File: config.mk
export PLATFORM = sky130hd
export DESIGN_NAME = btff_ctrl
export DESIGN_NICKNAME = d
export VERILOG_FILES = /design/src/sv/btff_pkg.sv /design/src/sv/btff_ctrl.sv
export SDC_FILE = /design/constraint.sdc
export NUM_CORES = 1
export LEC_CHECK = 0
export BUFFER_PORTS_ARGS = -buffer_cell sky130_fd_sc_hd__buf_2
export CELL_PAD_IN_SITES_DETAIL_PLACEMENT = 1
export CELL_PAD_IN_SITES_GLOBAL_PLACEMENT = 1
export CORE_MARGIN = 2
export CORE_UTILIZATION = 34
export DETAILED_ROUTE_END_ITERATION = 8
export GPL_ROUTABILITY_DRIVEN = 1
export HOLD_SLACK_MARGIN = 0.15
export PLACE_DENSITY = 0.72
export SLEW_MARGIN = 20
export SYNTH_ARGS = -nofsm -noshare
export SYNTH_HDL_FRONTEND = slang
export SYNTH_SLANG_ARGS = --single-unit
File: constraint.sdc
create_clock -name clk -period 9.6 [get_ports clk]
set_input_delay 2.88 -clock clk [delete_from_list [all_inputs] [get_ports clk]]
set_output_delay 2.88 -clock clk [all_outputs]
set_load 0.005 [all_outputs]
File: src/sv/btff_pkg.sv
// Package of the boundary-tag allocator: arena constants, tag format, bus types.
// No dependencies; used by the controller and the top level.
package btff_pkg;

  localparam int ARENA_BYTES   = 65536;
  localparam int HEADER_BYTES  = 32;
  localparam int FOOTER_BYTES  = 16;
  localparam int MIN_REMAINDER = 56;

  localparam int ARENA_USE = (ARENA_BYTES / 8) * 8;
  localparam int TAG_DEPTH = ARENA_USE / 8;
  localparam int ADDR_W    = $clog2(TAG_DEPTH);
  localparam int SIZE_W    = 17;
  localparam int TAG_W     = SIZE_W + 1;
  localparam int OFF_W     = 16;
  localparam int ROUND_W   = SIZE_W + 1;

  localparam logic OP_ALLOC = 1'b0;
  localparam logic OP_FREE  = 1'b1;

  localparam logic ST_DONE  = 1'b0;
  localparam logic ST_NOFIT = 1'b1;

  typedef struct packed {
    logic              we;
    logic [ADDR_W-1:0] addr;
    logic [TAG_W-1:0]  wdata;
  } mem_req_t;

  function automatic logic [TAG_W-1:0] mk_tag(input logic [SIZE_W-1:0] size,
                                              input logic alloc);
    mk_tag = {size[SIZE_W-1:3], 3'b000, alloc};
  endfunction

  function automatic logic [SIZE_W-1:0] tag_size(input logic [TAG_W-1:0] tag);
    tag_size = {tag[TAG_W-1:4], 3'b000};
  endfunction

  function automatic logic [ADDR_W-1:0] gaddr(input logic [ROUND_W-1:0] offset);
    gaddr = offset[ADDR_W+2:3];
  endfunction

endpackage

File: src/sv/btff_ctrl.sv
// Sequencer of the allocator: walks block tags, splits, merges and writes tags back.
// Depends on btff_pkg; drives the tag memory through a btff_pkg::mem_req_t.
module btff_ctrl (
  input  logic                          clk,
  input  logic                          rst_n,
  input  logic                          in_tvalid,
  output logic                          in_tready,
  input  logic [39:0]                   in_tdata,
  input  logic                          in_tuser,
  output logic                          out_tvalid,
  input  logic                          out_tready,
  output logic [39:0]                   out_tdata,
  output logic                          out_tuser,
  output btff_pkg::mem_req_t            mem_req,
  input  logic [btff_pkg::TAG_W-1:0]    mem_rdata
);
  import btff_pkg::*;

  localparam logic [3:0] S_INIT0  = 4'd0;
  localparam logic [3:0] S_INIT1  = 4'd1;
  localparam logic [3:0] S_IDLE   = 4'd2;
  localparam logic [3:0] S_A_RD   = 4'd3;
  localparam logic [3:0] S_A_CHK  = 4'd4;
  localparam logic [3:0] S_F_WRD  = 4'd5;
  localparam logic [3:0] S_F_WCHK = 4'd6;
  localparam logic [3:0] S_F_CHK  = 4'd7;
  localparam logic [3:0] S_F_HDR  = 4'd8;
  localparam logic [3:0] S_F_NXT  = 4'd9;
  localparam logic [3:0] S_F_PRV  = 4'd10;
  localparam logic [3:0] S_WR     = 4'd11;

  localparam logic [ROUND_W-1:0] ARENA_R = ROUND_W'(ARENA_USE);
  localparam logic [ROUND_W-1:0] GRAN_R  = ROUND_W'(8);
  localparam logic [ROUND_W-1:0] OVH_R   = ROUND_W'(HEADER_BYTES + FOOTER_BYTES + 7);
  localparam logic [OFF_W-1:0]   HDR_O   = OFF_W'(HEADER_BYTES);

  logic [3:0]         state_r, state_nxt;
  logic [SIZE_W-1:0]  pos_r, pos_nxt;
  logic [OFF_W-1:0]   start_r, start_nxt;
  logic [ROUND_W-1:0] rounded_r, rounded_nxt;
  logic [SIZE_W-1:0]  nsize_r, nsize_nxt;
  logic [OFF_W-1:0]   nstart_r, nstart_nxt;
  logic [ADDR_W-1:0]  wr_addr_r [4];
  logic [ADDR_W-1:0]  wr_addr_nxt [4];
  logic [TAG_W-1:0]   wr_tag_r [4];
  logic [TAG_W-1:0]   wr_tag_nxt [4];
  logic [1:0]         wr_idx_r, wr_idx_nxt;
  logic [1:0]         wr_last_r, wr_last_nxt;
  logic               out_valid_r, out_valid_nxt;
  logic [OFF_W-1:0]   res_off_r, res_off_nxt;
  logic [SIZE_W-1:0]  res_bytes_r, res_bytes_nxt;
  logic               res_stat_r, res_stat_nxt;

  logic [SIZE_W-1:0]  rd_size;
  logic               rd_alloc;
  logic [SIZE_W-1:0]  req_bytes;
  logic [OFF_W-1:0]   pay_off;

  assign rd_size   = tag_size(mem_rdata);
  assign rd_alloc  = mem_rdata[0];
  assign req_bytes = in_tdata[16:0];
  assign pay_off   = in_tdata[32:17];

  always_comb begin
    logic signed [ROUND_W:0] diff;
    logic [ROUND_W-1:0]      pos_e;
    logic [ROUND_W-1:0]      sum;
    logic [ROUND_W-1:0]      merged;
    logic [SIZE_W-1:0]       fsize;
    logic [OFF_W-1:0]        fstart;
    logic                    fail;
    logic                    fwrite;

    state_nxt     = state_r;
    pos_nxt       = pos_r;
    start_nxt     = start_r;
    rounded_nxt   = rounded_r;
    nsize_nxt     = nsize_r;
    nstart_nxt    = nstart_r;
    wr_addr_nxt   = wr_addr_r;
    wr_tag_nxt    = wr_tag_r;
    wr_idx_nxt    = wr_idx_r;
    wr_last_nxt   = wr_last_r;
    out_valid_nxt = out_valid_r;
    res_off_nxt   = res_off_r;
    res_bytes_nxt = res_bytes_r;
    res_stat_nxt  = res_stat_r;
    mem_req       = '0;
    pos_e         = {1'b0, pos_r};
    diff          = $signed({2'b00, rd_size}) - $signed({1'b0, rounded_r});
    sum           = '0;
    merged        = '0;
    fsize         = nsize_r;
    fstart        = nstart_r;
    fail          = 1'b0;
    fwrite        = 1'b0;

    if (out_valid_r && out_tready) begin
      out_valid_nxt = 1'b0;
    end

    unique case (state_r)
      S_INIT0: begin
        mem_req.we    = 1'b1;
        mem_req.addr  = '0;
        mem_req.wdata = mk_tag(SIZE_W'(ARENA_USE), 1'b0);
        state_nxt     = S_INIT1;
      end
      S_INIT1: begin
        mem_req.we    = 1'b1;
        mem_req.addr  = ADDR_W'(TAG_DEPTH - 1);
        mem_req.wdata = mk_tag(SIZE_W'(ARENA_USE), 1'b0);
        state_nxt     = S_IDLE;
      end
      S_IDLE: begin
        if (in_tvalid && in_tready) begin
          pos_nxt = '0;
          if (in_tuser == OP_ALLOC) begin
            rounded_nxt = ({1'b0, req_bytes} + OVH_R) & ~ROUND_W'(7);
            state_nxt   = S_A_RD;
          end else if (pay_off < HDR_O) begin
            fail = 1'b1;
          end else begin
            start_nxt = pay_off - HDR_O;
            state_nxt = S_F_WRD;
          end
        end
      end
      S_A_RD: begin
        if (pos_e >= ARENA_R) begin
          fail = 1'b1;
        end else begin
          mem_req.addr = gaddr(pos_e);
          state_nxt    = S_A_CHK;
        end
      end
      S_A_CHK: begin
        if (rd_size == '0) begin
          fail = 1'b1;
        end else if (!rd_alloc && diff > (ROUND_W+1)'(MIN_REMAINDER)) begin
          sum            = pos_e + rounded_r;
          wr_addr_nxt[0] = gaddr(pos_e);
          wr_addr_nxt[1] = gaddr(sum - GRAN_R);
          wr_addr_nxt[2] = gaddr(sum);
          wr_addr_nxt[3] = gaddr(pos_e + {1'b0, rd_size} - GRAN_R);
          wr_tag_nxt[0]  = mk_tag(rounded_r[SIZE_W-1:0], 1'b1);
          wr_tag_nxt[1]  = mk_tag(rounded_r[SIZE_W-1:0], 1'b1);
          wr_tag_nxt[2]  = mk_tag(rd_size - rounded_r[SIZE_W-1:0], 1'b0);
          wr_tag_nxt[3]  = mk_tag(rd_size - rounded_r[SIZE_W-1:0], 1'b0);
          wr_idx_nxt     = '0;
          wr_last_nxt    = 2'd3;
          res_off_nxt    = pos_r[OFF_W-1:0] + HDR_O;
          res_bytes_nxt  = rounded_r[SIZE_W-1:0];
          res_stat_nxt   = ST_DONE;
          state_nxt      = S_WR;
        end else if (!rd_alloc && diff >= 0) begin
          wr_addr_nxt[0] = gaddr(pos_e);
          wr_addr_nxt[1] = gaddr(pos_e + {1'b0, rd_size} - GRAN_R);
          wr_tag_nxt[0]  = mk_tag(rd_size, 1'b1);
          wr_tag_nxt[1]  = mk_tag(rd_size, 1'b1);
          wr_idx_nxt     = '0;
          wr_last_nxt    = 2'd1;
          res_off_nxt    = pos_r[OFF_W-1:0] + HDR_O;
          res_bytes_nxt  = rd_size;
          res_stat_nxt   = ST_DONE;
          state_nxt      = S_WR;
        end else begin
          pos_nxt   = pos_r + rd_size;
          state_nxt = S_A_RD;
        end
      end
      S_F_WRD: begin
        if (pos_r >= {1'b0, start_r}) begin
          state_nxt = S_F_CHK;
        end else begin
          mem_req.addr = gaddr(pos_e);
          state_nxt    = S_F_WCHK;
        end
      end
      S_F_WCHK: begin
        if (rd_size == '0) begin
          state_nxt = S_F_CHK;
        end else begin
          pos_nxt   = pos_r + rd_size;
          state_nxt = S_F_WRD;
        end
      end
      S_F_CHK: begin
        if (pos_r != {1'b0, start_r}) begin
          fail = 1'b1;
        end else begin
          mem_req.addr = gaddr({2'b00, start_r});
          state_nxt    = S_F_HDR;
        end
      end
      S_F_HDR: begin
        if (!rd_alloc) begin
          fail = 1'b1;
        end else begin
          nsize_nxt  = rd_size;
          nstart_nxt = start_r;
          fsize      = rd_size;
          fstart     = start_r;
          sum        = {2'b00, start_r} + {1'b0, rd_size};
          if (sum < ARENA_R) begin
            mem_req.addr = gaddr(sum);
            state_nxt    = S_F_NXT;
          end else if (start_r >= OFF_W'(8)) begin
            mem_req.addr = gaddr({2'b00, start_r} - GRAN_R);
            state_nxt    = S_F_PRV;
          end else begin
            fwrite = 1'b1;
          end
        end
      end
      S_F_NXT: begin
        fsize = nsize_r;
        if (!rd_alloc) begin
          fsize = nsize_r + rd_size;
        end
        nsize_nxt = fsize;
        if (start_r >= OFF_W'(8)) begin
          mem_req.addr = gaddr({2'b00, start_r} - GRAN_R);
          state_nxt    = S_F_PRV;
        end else begin
          fwrite = 1'b1;
        end
      end
      S_F_PRV: begin
        if (!rd_alloc && rd_size <= {1'b0, start_r}) begin
          fstart = start_r - rd_size[OFF_W-1:0];
          fsize  = nsize_r + rd_size;
        end
        fwrite = 1'b1;
      end
      S_WR: begin
        mem_req.we    = 1'b1;
        mem_req.addr  = wr_addr_r[wr_idx_r];
        mem_req.wdata = wr_tag_r[wr_idx_r];
        if (wr_idx_r == wr_last_r) begin
          out_valid_nxt = 1'b1;
          state_nxt     = S_IDLE;
        end else begin
          wr_idx_nxt = wr_idx_r + 2'd1;
        end
      end
      default: begin
        state_nxt = S_IDLE;
      end
    endcase

    if (fwrite) begin
      merged         = {2'b00, fstart} + {1'b0, fsize} - GRAN_R;
      wr_addr_nxt[0] = gaddr({2'b00, fstart});
      wr_addr_nxt[1] = gaddr(merged);
      wr_tag_nxt[0]  = mk_tag(fsize, 1'b0);
      wr_tag_nxt[1]  = mk_tag(fsize, 1'b0);
      wr_idx_nxt     = '0;
      wr_last_nxt    = 2'd1;
      res_off_nxt    = '0;
      res_bytes_nxt  = '0;
      res_stat_nxt   = ST_DONE;
      state_nxt      = S_WR;
    end

    if (fail) begin
      res_off_nxt   = '0;
      res_bytes_nxt = '0;
      res_stat_nxt  = ST_NOFIT;
      out_valid_nxt = 1'b1;
      state_nxt     = S_IDLE;
    end
  end

  always_ff @(posedge clk) begin
    if (!rst_n) begin
      state_r     <= S_INIT0;
      out_valid_r <= 1'b0;
    end else begin
      state_r     <= state_nxt;
      out_valid_r <= out_valid_nxt;
    end
    pos_r       <= pos_nxt;
    start_r     <= start_nxt;
    rounded_r   <= rounded_nxt;
    nsize_r     <= nsize_nxt;
    nstart_r    <= nstart_nxt;
    wr_addr_r   <= wr_addr_nxt;
    wr_tag_r    <= wr_tag_nxt;
    wr_idx_r    <= wr_idx_nxt;
    wr_last_r   <= wr_last_nxt;
    res_off_r   <= res_off_nxt;
    res_bytes_r <= res_bytes_nxt;
    res_stat_r  <= res_stat_nxt;
  end

  assign in_tready  = (state_r == S_IDLE) && !out_valid_r;
  assign out_tvalid = out_valid_r;
  assign out_tdata  = {7'b0, res_bytes_r, res_off_r};
  assign out_tuser  = res_stat_r;

endmodule

==> flow_summary.toml <==
[timing]
fin_crit_sh = 0.931
hold_slack_ns = 0.470
clock_skew_ns = 0.0179
finalHoldViolCount = 0
setup_tns_ns = 0
fmax_mhz = 112
layout_min_cycle_time_ns = 8.94
setup_viol = 0
rsz0062_at_grt = "no"
worst_pin_slew_ns = 1.07
max_slew_margin = 0.282
drv_slew = 0

[drt]
drc = 0
routedWlPerCell_um = 26.1
drt_iter0_drc = 1302
via_per_inst = 5.90
num_vias = 15886
wirelength_um = 70200
drtAntennaViolNets = 0
dr.pass1.iters = 5

[critical_path]
end_kind = "primary output"
r2r_setup_slack_ns = 3.35
cp_slowest_stage_delay_ns = 0.51
cp.required_ns = 6.72
critPathArrivalTime_ns = 6.06
crit_slowest_cell = "mux2i_4"
path_max_fanout = 13
crit_path_cell_trace = "buf_2 > inv_1 > ha_1 > inv_1 > a21oi_1 > o41ai_1 > buf_4 > o211ai_1 > a31o_2 > mux2i_4 > o21ai_0 > a221o_1 > buf_2"
r2r_cells = 20
crit-reg2reg-capture = "wr_addr_r[35]$_DFFE_PP_"
critPathKind = "input pin to primary output"
startpoint_type = "input pin"
r2r_start = "start_r[6]$_DFFE_PP_"

[cells_and_area]
regArea_um2 = 5490
layout.cells.most_common_list = "172 x nor2_1, 161 x inv_1, 158 x ha_1, 158 x edfxtp_1, 129 x nand2_1"
final.fill_count = 5929
nets = 2233
drive_gt1_frac = 0.142
syn_to_final_growth_pct = 12.1
multi_input_area_um2 = 10600
layout_commonest_cell = "nor2_1"

[worst_hold_path]
hp-class = "flop to flop"
hold_end = "wr_tag_r[54]$_SDFFE_PP0P_"
min_delay_path_depth = 2
hp-start = "wr_tag_r[54]$_SDFFE_PP0P_"

[synth]
seq_area_frac_synth = 0.321
ys_seq_elements = 195
synth.top_cell.area_share = 0.277
yosysWarnings = 0
synth_area_leaders = "edfxtp_1 28%, ha_1 12%, dfxtp_1 4.3%"
synth.avg_cell_area_um2 = 9.00
synth_area_leader_cell = "edfxtp_1"
ys.flop_type = "edfxtp_1"
synth_area_um2 = 17100
syn_inst = 1901
synth_edf_count = 158
ys_types = 98
async_reset_ff_frac = 0

[job]
max-cap-violations = 0

[grt]
track_usage = 0.269
antenna_found_initial = 0
grt_overflow = 0
grt_max_degree = 73
grt_pass1_vias = 16311
grt_pass1_wl_um = 105000

[clocking]
cts_resized = 0
path_clk_slew_ns = 0.08
cts_max_path_buffers = 2
cts_tree = "built"
clock_sinks = 195
ctsHoldBuffers = 0
clk_latency_ns = 0.50
cts_buffers = 17
postCtsSetupBuffers = 0
cts.htree.levels = 4
root_buffer = "clkbuf_16"

[placement]
gp_congestion = 0.927
io_buffers = 111
dp_hpwl_um = 53900

[floorplan]
die_w_um = 228
num_rows = 82
ioPinCount = 138
die_h_um = 228
initial_utilization = 0.343
design.die.area_um2 = 52100
core_area_um2 = 49900

[power]
p_per_area_nw_per_um2 = 182
ir_drop_v = 0.000125
p_leak_nw = 7.83

[outcome]
status = "complete, no violations"
==> area by class of cell <==
class	instances	share of cell area
well taps	672	0.0438
multi-input cells	1458	0.555
flip-flops and latches	195	0.286
repair buffers	171	0.0531
clock inverters	14	0.00770
inverters	162	0.0317
diodes	1	0.000130
clock buffers	18	0.0224
==> registers in the layout (all words and copies together) (netlist names) <==
signal,flops
out_tuser,1
res_off_r,13
pos_r,14
start_r,16
wr_last_r,1
state_r,4
out_tvalid,1
rounded_r,15
res_bytes_r,14
wr_addr_r,52
wr_tag_r,29
wr_idx_r,2
nsize_r,17
nstart_r,16
==> cells in the mapped netlist, drive strengths merged (7+ instances only) <==
master / number
a211oi: 48
a21boi: 8
a21o: 25
a21oi: 114
a221o: 20
a22oi: 15
a31oi: 18
and2: 8
and3: 23
buf: 46
clkbuf: 55
dfxtp: 37
edfxtp: 158
fa: 7
ha: 158
inv: 161
mux2: 19
mux2i: 67
mux4: 13
nand2: 130
nand2b: 8
nand3: 47
nand4: 9
nor2: 178
nor2b: 25
nor3: 44
nor4: 20
o211ai: 16
o21a: 13
o21ai: 104
o21bai: 17
o221ai: 10
o22ai: 33
o311ai: 8
o31a: 7
o31ai: 9
or2: 12
or3: 10
xnor2: 76
xor2: 39
==> cell families after synthesis <==
group                    synth area share
multiplexers                       0.0696
flip-flops                          0.321
XOR/XNOR                           0.0602
AO/OA/AOI/OAI                       0.210
AND/OR/NAND/NOR                     0.151
adder cells (fa/ha/maj)             0.124
other                            0.000219
buffers and inverters              0.0641
==> layer usage <==
layer | up-vias | wire length (um) | GRT usage
met3 | 134 | 4720 | 0.0384
met1 | 7978 | 29400 | 0.349
met2 | 591 | 32700 | 0.436
li1 | 7183 | - | -
met4 | 0 | 3330 | 0.141
met5 | - | 0 | 0
==> worst max path at each step <==
stage | slack, ns | start | to
floorplan | 1.43 | mem_rdata[5] | mem_req[23]
global placement | 0.80 | mem_rdata[5] | mem_req[26]
detailed placement | 0.77 | mem_rdata[5] | mem_req[26]
CTS | 0.76 | mem_rdata[8] | mem_req[26]
global route | 0.54 | mem_rdata[8] | mem_req[26]
finish | 0.66 | mem_rdata[5] | mem_req[26]
==> stage by stage <==
stage           util  setup WS (ns)  cell area, um2  std cells  power, W
2_1_floorplan      -           1.43           17200       1916   0.00214
3_3_place_gp   0.373          0.799           18600       2658   0.00268
3_5_place_dp   0.373          0.771           18600       2658   0.00273
4_1_cts        0.384          0.764           19200       2690   0.00349
5_1_grt        0.385          0.541           19200       2690   0.00367
6_report       0.385          0.665           19200       2691   0.00349
==> worst max-delay path, delay by kind of cell <==
kind	cells	cell delay [ns]
AOI/OAI and AO/OA	6	1.53
buffers and inverters	5	0.73
muxes	1	0.51
adders and majority gates	1	0.38
==> power breakdown <==
part           total (W)  internal, W  switching [W]
logic            0.00155     0.000604       0.000948
clock network   0.000753     0.000366       0.000387
registers        0.00119      0.00104       0.000142
total            0.00349      0.00201        0.00148
(Power assumes the default switching activity.)
